**config.mk**
```make
export PLATFORM = sky130hd
export DESIGN_NAME = wifi_address_slot_tracker_core
export DESIGN_NICKNAME = d
export VERILOG_FILES = /design/src/sv/wast_pkg.sv /design/src/sv/wast_queue.sv /design/src/sv/wast_front.sv /design/src/sv/wast_back.sv /design/src/sv/wifi_address_slot_tracker_core.sv
export SDC_FILE = /design/constraint.sdc
export NUM_CORES = 2
export LEC_CHECK = 0
export ABC_CLOCK_PERIOD_IN_PS = 39100
export BUFFER_PORTS_ARGS = -buffer_cell sky130_fd_sc_hd__buf_2
export CORE_UTILIZATION = 42
export CTS_CLUSTER_DIAMETER = 120
export DETAILED_ROUTE_END_ITERATION = 10
export SYNTH_ARGS = -nofsm -noshare
export SYNTH_HDL_FRONTEND = slang
export SYNTH_SLANG_ARGS = --single-unit
```
**constraint.sdc**
```tcl
create_clock -name clock -period 39.1 [get_ports clock]
set_clock_uncertainty 0.2 [all_clocks]
set_input_delay 3.91 -clock clock [delete_from_list [all_inputs] [get_ports clock]]
set_output_delay 3.91 -clock clock [all_outputs]
set_load 0.02 [all_outputs]
```
**src/sv/wast_pkg.sv**
```systemverilog
// Shared types, constants and the signal level mapping for the address slot tracker.
// No dependencies; imported by every module of the block.
`timescale 1ns / 1ps
`default_nettype none

package wast_pkg;

   localparam int TrackedEntries = 18;
   localparam int SlotWidth      = $clog2(TrackedEntries);
   localparam int CountWidth     = $clog2(TrackedEntries + 1);
   localparam int OutSlotWidth   = 5;
   localparam int AddrWidth      = 48;
   localparam int LenWidth       = 12;
   localparam int DbmWidth       = 8;
   localparam int LevelWidth     = 8;
   localparam int CounterWidth   = 32;
   localparam int DataWidth      = 32;
   localparam int PaddrWidth     = 3;
   localparam int QueueDepth     = 2;
   localparam int QueuePtrWidth  = $clog2(QueueDepth);
   localparam int QueueFillWidth = $clog2(QueueDepth + 1);

   localparam logic [LenWidth-1:0] MinLenReset = LenWidth'(22);

   localparam logic signed [DbmWidth-1:0] LevelLowDbm  = -8'sd90;
   localparam logic signed [DbmWidth-1:0] LevelHighDbm = -8'sd40;
   localparam logic [LevelWidth-1:0]      LevelMax     = 8'd255;
   // 255 * round(2^20 / 50): floor(d * 255 / 50) for d below 50
   localparam int LevelScale = 255 * 20972;
   localparam int LevelShift = 20;
   localparam int ProdWidth  = 29;

   typedef enum logic {
      CMD_FRAME = 1'b0,
      CMD_CLEAR = 1'b1
   } command_type;

   typedef enum logic [1:0] {
      FT_MGMT = 2'd0,
      FT_CTRL = 2'd1,
      FT_DATA = 2'd2,
      FT_MISC = 2'd3
   } frame_type_type;

   typedef enum logic [PaddrWidth-1:0] {
      REG_MIN_FRAME_LENGTH = 3'd0
   } reg_addr_type;

   typedef struct packed {
      logic                   clear;
      logic [AddrWidth-1:0]   tx;
      logic [AddrWidth-1:0]   bss;
      logic [LevelWidth-1:0]  level;
   } job_type;

   function automatic logic [LevelWidth-1:0] map_level(logic signed [DbmWidth-1:0] dbm);
      logic [DbmWidth-1:0]  offset;
      logic [ProdWidth-1:0] prod;
      offset = DbmWidth'(dbm - LevelLowDbm);
      prod   = ProdWidth'(offset[5:0]) * ProdWidth'(LevelScale);
      if (dbm <= LevelLowDbm) begin
         return '0;
      end else if (dbm >= LevelHighDbm) begin
         return LevelMax;
      end else begin
         return prod[LevelShift +: LevelWidth];
      end
   endfunction

endpackage

`default_nettype wire

```
**src/sv/wast_queue.sv**
```systemverilog
// Two-entry job queue between the frame classifier and the table engine.
// Depends on wast_pkg for the job type and queue depth.
`timescale 1ns / 1ps
`default_nettype none

module wast_queue (
   input  wire logic              clock,
   input  wire logic              reset,
   input  wire logic              push_valid,
   output logic                   push_stall,
   input  wire wast_pkg::job_type push_job,
   output logic                   head_valid,
   output wast_pkg::job_type      head_job,
   input  wire logic              head_take
);
   import wast_pkg::*;

   job_type                   entries_ff [QueueDepth];
   logic [QueuePtrWidth-1:0]  wr_ptr_ff;
   logic [QueuePtrWidth-1:0]  rd_ptr_ff;
   logic [QueueFillWidth-1:0] fill_ff;
   logic [QueueFillWidth-1:0] fill_in;
   logic                      push;
   logic                      pop;

   assign push_stall = (fill_ff == QueueFillWidth'(QueueDepth));
   assign head_valid = (fill_ff != '0);
   assign head_job   = entries_ff[rd_ptr_ff];
   assign push       = push_valid && !push_stall;
   assign pop        = head_take && head_valid;

   always_comb begin
      fill_in = fill_ff;
      if (push && !pop) begin
         fill_in = fill_ff + 1'b1;
      end else if (pop && !push) begin
         fill_in = fill_ff - 1'b1;
      end
   end

   always_ff @(posedge clock) begin
      if (reset) begin
         wr_ptr_ff <= '0;
         rd_ptr_ff <= '0;
         fill_ff   <= '0;
      end else begin
         fill_ff <= fill_in;
         if (push) begin
            wr_ptr_ff <= (wr_ptr_ff == QueuePtrWidth'(QueueDepth - 1)) ? '0 : wr_ptr_ff + 1'b1;
         end
         if (pop) begin
            rd_ptr_ff <= (rd_ptr_ff == QueuePtrWidth'(QueueDepth - 1)) ? '0 : rd_ptr_ff + 1'b1;
         end
      end
   end

   always_ff @(posedge clock) begin
      if (push) begin
         entries_ff[wr_ptr_ff] <= push_job;
      end
   end

endmodule

`default_nettype wire

```
**src/sv/wast_front.sv**
```systemverilog
// Frame classifier: takes request beats, drops unwanted frames, maps the signal level.
// Depends on wast_pkg; feeds wast_queue.
`timescale 1ns / 1ps
`default_nettype none

module wast_front (
   input  wire logic                                  req_valid,
   output logic                                       req_stall,
   input  wire logic                                  req_command,
   input  wire logic [1:0]                            req_frame_type,
   input  wire logic [wast_pkg::LenWidth-1:0]         req_frame_length,
   input  wire logic signed [wast_pkg::DbmWidth-1:0]  req_signal_dbm,
   input  wire logic [wast_pkg::AddrWidth-1:0]        req_transmitter_address,
   input  wire logic [wast_pkg::AddrWidth-1:0]        req_bssid_address,
   input  wire logic [wast_pkg::LenWidth-1:0]         min_frame_length,
   output logic                                       push_valid,
   input  wire logic                                  push_stall,
   output wast_pkg::job_type                          push_job
);
   import wast_pkg::*;

   logic is_clear;
   logic is_kept;

   assign req_stall = push_stall;
   assign is_clear  = (req_command == CMD_CLEAR);
   assign is_kept   = (req_frame_type == FT_DATA) && (req_frame_length >= min_frame_length);
   assign push_valid = req_valid && (is_clear || is_kept);

   always_comb begin
      push_job.clear = is_clear;
      push_job.tx    = req_transmitter_address;
      push_job.bss   = req_bssid_address;
      push_job.level = map_level(req_signal_dbm);
   end

endmodule

`default_nettype wire

```
**src/sv/wast_back.sv**
```systemverilog
// Table engine: content-addressed lookup and FIFO-replacement insert, one address a cycle
// when not stalled. Depends on wast_pkg; drains wast_queue and drives the response beat.
`timescale 1ns / 1ps
`default_nettype none

module wast_back (
   input  wire logic                                  clock,
   input  wire logic                                  reset,
   input  wire logic                                  head_valid,
   input  wire wast_pkg::job_type                     head_job,
   output logic                                       head_take,
   output logic                                       rsp_valid,
   input  wire logic                                  rsp_stall,
   output logic [wast_pkg::OutSlotWidth-1:0]          rsp_first_slot,
   output logic [wast_pkg::OutSlotWidth-1:0]          rsp_second_slot,
   output logic                                       rsp_first_was_new,
   output logic                                       rsp_second_was_new,
   output logic [wast_pkg::LevelWidth-1:0]            rsp_level,
   output logic [wast_pkg::CounterWidth-1:0]          rsp_frames_accepted
);
   import wast_pkg::*;

   typedef enum logic {
      ST_FIRST,
      ST_SECOND
   } state_type;

   state_type              state_ff;
   logic [AddrWidth-1:0]   store_ff [TrackedEntries];
   logic [CountWidth-1:0]  count_ff;
   logic [SlotWidth-1:0]   oldest_ff;
   logic [CounterWidth-1:0] counter_ff;
   logic [SlotWidth-1:0]   slot1_ff;
   logic                   new1_ff;
   logic                   rsp_valid_ff;
   logic [OutSlotWidth-1:0] first_slot_ff;
   logic [OutSlotWidth-1:0] second_slot_ff;
   logic                   first_new_ff;
   logic                   second_new_ff;
   logic [LevelWidth-1:0]  level_ff;

   logic [AddrWidth-1:0]   addr;
   logic                   found;
   logic [SlotWidth-1:0]   hit_slot;
   logic                   has_room;
   logic [SlotWidth-1:0]   ins_slot;
   logic [SlotWidth-1:0]   slot;
   logic                   out_free;
   logic                   do_clear;
   logic                   do_lookup;
   logic                   do_finish;

   assign addr     = (state_ff == ST_FIRST) ? head_job.tx : head_job.bss;
   assign has_room = (count_ff < CountWidth'(TrackedEntries));
   assign ins_slot = has_room ? count_ff[SlotWidth-1:0] : oldest_ff;
   assign out_free = !rsp_valid_ff || !rsp_stall;

   always_comb begin
      found    = 1'b0;
      hit_slot = '0;
      for (int i = 0; i < TrackedEntries; i++) begin
         if ((CountWidth'(i) < count_ff) && (store_ff[i] == addr)) begin
            found    = 1'b1;
            hit_slot = hit_slot | SlotWidth'(i);
         end
      end
   end

   assign slot = found ? hit_slot : ins_slot;

   assign do_clear  = (state_ff == ST_FIRST) && head_valid && head_job.clear;
   assign do_finish = (state_ff == ST_SECOND) && out_free;
   assign do_lookup = ((state_ff == ST_FIRST) && head_valid && !head_job.clear) || do_finish;
   assign head_take = do_clear || do_finish;

   always_ff @(posedge clock) begin
      if (reset) begin
         state_ff     <= ST_FIRST;
         count_ff     <= '0;
         oldest_ff    <= '0;
         counter_ff   <= '0;
         rsp_valid_ff <= 1'b0;
      end else begin
         if (do_finish) begin
            rsp_valid_ff <= 1'b1;
         end else if (!rsp_stall) begin
            rsp_valid_ff <= 1'b0;
         end
         if (do_clear) begin
            count_ff  <= '0;
            oldest_ff <= '0;
         end
         if (do_lookup && !found) begin
            if (has_room) begin
               count_ff <= count_ff + 1'b1;
            end else begin
               oldest_ff <= (oldest_ff == SlotWidth'(TrackedEntries - 1)) ? '0
                                                                          : oldest_ff + 1'b1;
            end
         end
         unique case (state_ff)
            ST_FIRST: begin
               if (head_valid && !head_job.clear) begin
                  slot1_ff <= slot;
                  new1_ff  <= !found;
                  state_ff <= ST_SECOND;
               end
            end
            ST_SECOND: begin
               if (out_free) begin
                  first_slot_ff  <= OutSlotWidth'(slot1_ff);
                  second_slot_ff <= OutSlotWidth'(slot);
                  first_new_ff   <= new1_ff;
                  second_new_ff  <= !found;
                  level_ff       <= head_job.level;
                  counter_ff     <= counter_ff + 1'b1;
                  state_ff       <= ST_FIRST;
               end
            end
            default: begin
               state_ff <= ST_FIRST;
            end
         endcase
      end
   end

   always_ff @(posedge clock) begin
      if (do_lookup && !found) begin
         store_ff[ins_slot] <= addr;
      end
   end

   assign rsp_valid           = rsp_valid_ff;
   assign rsp_first_slot      = first_slot_ff;
   assign rsp_second_slot     = second_slot_ff;
   assign rsp_first_was_new   = first_new_ff;
   assign rsp_second_was_new  = second_new_ff;
   assign rsp_level           = level_ff;
   assign rsp_frames_accepted = counter_ff;

endmodule

`default_nettype wire

```
**src/sv/wifi_address_slot_tracker_core.sv**
```systemverilog
// Top level of the address slot tracker: CSR port, classifier, job queue and table engine.
// Depends on wast_pkg, wast_front, wast_queue and wast_back.
`timescale 1ns / 1ps
`default_nettype none

// Tracks transmitter and BSSID addresses of sniffed data frames in an 18-entry table with
// first-in first-out replacement; each kept frame yields one response beat with both slots,
// their new flags, a 0..255 signal level and a wrapping count of kept frames. Dropped frames
// and clear commands give no beat. A kept frame passes through states ST_FIRST and ST_SECOND
// of the table engine, one lookup-and-insert per address on the single table port, so a new
// frame waits until both addresses of the last are done; a two-entry queue lets the request
// side run ahead, and the response register frees the engine once its beat is taken. Clear
// commands are handled in ST_FIRST. min_frame_length sits at byte address 0 and resets to 22.
module wifi_address_slot_tracker_core (
   input  wire logic                                  clock,
   input  wire logic                                  reset,
   input  wire logic                                  req_valid,
   output logic                                       req_stall,
   input  wire logic                                  req_command,
   input  wire logic [1:0]                            req_frame_type,
   input  wire logic [wast_pkg::LenWidth-1:0]         req_frame_length,
   input  wire logic signed [wast_pkg::DbmWidth-1:0]  req_signal_dbm,
   input  wire logic [wast_pkg::AddrWidth-1:0]        req_transmitter_address,
   input  wire logic [wast_pkg::AddrWidth-1:0]        req_bssid_address,
   output logic                                       rsp_valid,
   input  wire logic                                  rsp_stall,
   output logic [wast_pkg::OutSlotWidth-1:0]          rsp_first_slot,
   output logic [wast_pkg::OutSlotWidth-1:0]          rsp_second_slot,
   output logic                                       rsp_first_was_new,
   output logic                                       rsp_second_was_new,
   output logic [wast_pkg::LevelWidth-1:0]            rsp_level,
   output logic [wast_pkg::CounterWidth-1:0]          rsp_frames_accepted,
   input  wire logic                                  csr_psel,
   input  wire logic                                  csr_penable,
   input  wire logic                                  csr_pwrite,
   input  wire logic [wast_pkg::PaddrWidth-1:0]       csr_paddr,
   input  wire logic [wast_pkg::DataWidth-1:0]        csr_pwdata,
   output logic [wast_pkg::DataWidth-1:0]             csr_prdata,
   output logic                                       csr_pready
);
   import wast_pkg::*;

   logic [LenWidth-1:0] min_len_ff;
   logic                reg_hit;
   logic                push_valid;
   logic                push_stall;
   job_type             push_job;
   logic                head_valid;
   job_type             head_job;
   logic                head_take;

   assign csr_pready = 1'b1;
   assign reg_hit    = (csr_paddr[PaddrWidth-1:2] == REG_MIN_FRAME_LENGTH[PaddrWidth-1:2]);
   assign csr_prdata = reg_hit ? DataWidth'(min_len_ff) : '0;

   always_ff @(posedge clock) begin
      if (reset) begin
         min_len_ff <= MinLenReset;
      end else if (csr_psel && csr_penable && csr_pwrite && csr_pready && reg_hit) begin
         min_len_ff <= csr_pwdata[LenWidth-1:0];
      end
   end

   wast_front u_front (
      .req_valid               (req_valid),
      .req_stall               (req_stall),
      .req_command             (req_command),
      .req_frame_type          (req_frame_type),
      .req_frame_length        (req_frame_length),
      .req_signal_dbm          (req_signal_dbm),
      .req_transmitter_address (req_transmitter_address),
      .req_bssid_address       (req_bssid_address),
      .min_frame_length        (min_len_ff),
      .push_valid              (push_valid),
      .push_stall              (push_stall),
      .push_job                (push_job)
   );

   wast_queue u_queue (
      .clock      (clock),
      .reset      (reset),
      .push_valid (push_valid),
      .push_stall (push_stall),
      .push_job   (push_job),
      .head_valid (head_valid),
      .head_job   (head_job),
      .head_take  (head_take)
   );

   wast_back u_back (
      .clock               (clock),
      .reset               (reset),
      .head_valid          (head_valid),
      .head_job            (head_job),
      .head_take           (head_take),
      .rsp_valid           (rsp_valid),
      .rsp_stall           (rsp_stall),
      .rsp_first_slot      (rsp_first_slot),
      .rsp_second_slot     (rsp_second_slot),
      .rsp_first_was_new   (rsp_first_was_new),
      .rsp_second_was_new  (rsp_second_was_new),
      .rsp_level           (rsp_level),
      .rsp_frames_accepted (rsp_frames_accepted)
   );

endmodule

`default_nettype wire
```
==> results.toml <==
[sta]
fmax_ghz = 0.118
fin_crit_ns = 8.50
slew_violations = 0
hold_ws_ns = 0.216
rsz0062_at_grt = "false"
setup_violations = 0
hold_viol = 0
period_share_pct = 21.7
tightest_slew_ns = 1.37
fin_tns_setup_ns = 0
slew_headroom_pct = 7.68

[route]
dr_total_vias = 34216
drtAntennaViolNets = 0
drt-pass1-iter-count = 6
wl_per_cell_um = 29.7
avgViaCountPerCell = 5.92
drt_first_iter_violations = 4627
drt_wl_total_um = 171000
drc = 0

[global_route]
grtUsageMet2_pct = 40.0
grtUsageMet1_pct = 35.4
grt.overflow.total = 0
grt_max_degree = 140
busiest_layer = "met2"
grtUsageMet3_pct = 7.03
grt_usage_pct = 26.2
grt_pass1_wl_um = 237000
grt_pass1_vias = 31700
antenna_found_initial = 13

[pwr]
total_power_mw = 3.77
power_frac_seq_pct = 40.6
powerDensity_mw_per_mm2 = 62.5
swShare_pct = 34.3
p_clk_share_pct = 30.1
power.leakage_nw = 19.6
intPower_mw = 2.48
p_comb_share_pct = 29.4
p_sw_mw = 1.29
ir_drop_uv = 37.1

[floorplanning]
fp-row-count = 130
die_x_um = 359
start_util_pct = 42.5
core_sq_mm = 0.126
die-area_sq_mm = 0.129
ios = 248
fp.dieH_um = 359

[critical_path]
startpoint = "csr_paddr[2]"
ff2ff_setup_slack_ns = 30.72
path_class = "in2out"
rr_worst_depth = 16
end_kind = "primary output"
worstPathArrival_ns = 4.39
critPathLaunchType = "input port"
path_max_fanout = 14
crit_required_ns = 34.99
reg2reg_to = "u_back.store_ff[12][26]$_DFFE_PP_"
crit_path_end = "csr_prdata[8]"

[clocking]
cts_resized = 0
cts_tree = "done"
cts_htree_levels = 3
cts_sinks = 1161
clk_latency_ns = 0.73
cts_buffer_depth = 3
cts_made_buffers = 121
cts_setup_buffers = 0
ctsRootBufferMaster = "clkbuf_16"
cts.clk_slew.worst_paths_ns = 0.06
holdBufCountCts = 0

[layout]
fin_area_sq_mm = 0.0604
seq_area_sq_mm = 0.0343
layout-drive-gt1-share_pct = 16.1
nFillCells = 10898
multi_input_comb_area_sq_mm = 0.0176
fin_nets = 4253
area_growth_pct = 12.9

[yosys]
yosys_warnings = 0
ys_types = 95
synth_ff_type = "edfxtp_1"
synth-edff-count = 1100
async_flop_share_pct = 0
syn_area_per_cell_sq_um = 14.4
synth_area_sq_mm = 0.0534
ys_seq_area_share_pct = 64.1
ys_ff_latch = 1161
syn-instance-count = 3707

[placement]
place_area_sq_mm = 0.0565
port_buffers = 204
place_congestion = 0.996
dp.final_hpwl_um = 112000

[min_path]
hp-class = "reg2reg"
min_from = "u_back.slot1_ff[3]$_DFFE_PP_"

[run]
max-cap-violations = 0

[outcome]
status = "completed"
[power by group through the flow]
stage	registers, mW	clock network, mW	logic, mW
after floorplan	1.55	0	0.666
after global placement	1.56	0	1.08
after detailed placement	1.56	0	1.08
after CTS	1.53	1.15	1.09
after global routing	1.54	1.19	1.15
final	1.53	1.13	1.11
[per-stage QoR]
stage	utilization, %	std cells	setup slack [ns]
floorplan	-	3726	23.32
global placement	44.9	5550	30.17
detailed placement	44.9	5550	30.12
CTS	47.9	5772	30.60
global route	47.9	5773	30.51
finish	47.9	5778	30.60
[flip-flops by register name, indices dropped and copies added, names as in the netlist, named ones only]
name / count
u_back.slot1_ff: 5
u_queue.fill_ff: 2
u_back.state_ff: 1
u_queue.rd_ptr_ff: 1
u_back.new1_ff: 1
u_back.count_ff: 5
min_len_ff: 12
u_back.rsp_first_slot: 5
u_back.rsp_second_was_new: 1
u_back.rsp_level: 8
u_back.rsp_valid: 1
u_back.rsp_first_was_new: 1
u_back.store_ff: 864
u_back.oldest_ff: 5
u_back.rsp_second_slot: 5
u_queue.wr_ptr_ff: 1
u_back.rsp_frames_accepted: 32
u_queue.entries_ff: 210
[worst min path at each step]
| stage | to | slack, ns | cells after the start |
|---|---|---|---|
| detailed placement | u_back.rsp_first_was_new$_DFFE_PP_ | 0.21 | 0 |
| global route | u_back.rsp_first_slot[3]$_DFFE_PP_ | 0.22 | 0 |
| floorplan | u_back.rsp_first_slot[0]$_DFFE_PP_ | 0.20 | 0 |
| finish | u_back.rsp_first_slot[3]$_DFFE_PP_ | 0.22 | 0 |
| global placement | u_back.rsp_first_slot[2]$_DFFE_PP_ | 0.20 | 0 |
| CTS | u_back.rsp_first_was_new$_DFFE_PP_ | 0.22 | 0 |
[critical path, cell delays in order]
cell and delay [ns]:
buf_2 0.24, nor2_1 0.07, buf_2 0.16
[synth_stat cells, types with 61 or more instances]
master / n / area (sq um)
xor2_1: 213 / 1870
nand2_1: 119 / 447
nand3_1: 75 / 375
ha_1: 62 / 776
xnor2_1: 545 / 4770
nor3_1: 74 / 370
o21ai_0: 80 / 400
nor2_1: 148 / 556
dfxtp_1: 61 / 1220
mux2i_1: 78 / 781
inv_1: 97 / 364
nand4_1: 142 / 888
nor4_1: 73 / 457
edfxtp_1: 1100 / 33000
buf_4: 67 / 503
a21oi_1: 80 / 400
[cell families after synthesis]
family	share of synthesized area [%]
other	0.0141
adders and majority gates	1.71
and+or+nand+nor	7.89
xor gates and xnor gates	12.4
muxes	3.99
buffers and inverters	3.47
DFF	64.1
AOI/OAI and AO/OA	6.41
[layout by cell type, fill, tap and decap left out, types with 80 or more instances in the layout]
| cell | netlist | final |
|---|---|---|
| a21oi_1 | 80 | 80 |
| nand4_1 | 142 | 142 |
| nand2_1 | 119 | 119 |
| edfxtp_1 | 1100 | 1100 |
| clkbuf_16 | 0 | 125 |
| inv_1 | 97 | 97 |
| o21ai_0 | 80 | 80 |
| xnor2_1 | 545 | 545 |
| buf_2 | 30 | 204 |
| nor2_1 | 148 | 129 |
| xor2_1 | 213 | 213 |
| buf_4 | 67 | 139 |
[routing by layer]
metal | vias to the layer above | share of wire [%]
li1 | 14699 | -
met4 | 6 | 4.6
met2 | 1943 | 44
met5 | - | 0.020
met3 | 430 | 11
met1 | 17138 | 40
[layout make-up]
class	instances	area share, %
clock inverter	70	1.01
clock buffer	152	5.37
tap	1650	3.42
antenna	6	0.0249
multi-input combinational	2277	29.1
sequential	1161	56.8
inverter	116	0.757
timing repair buffer	346	3.52
Note: power is estimated with default switching activity, not from simulation.
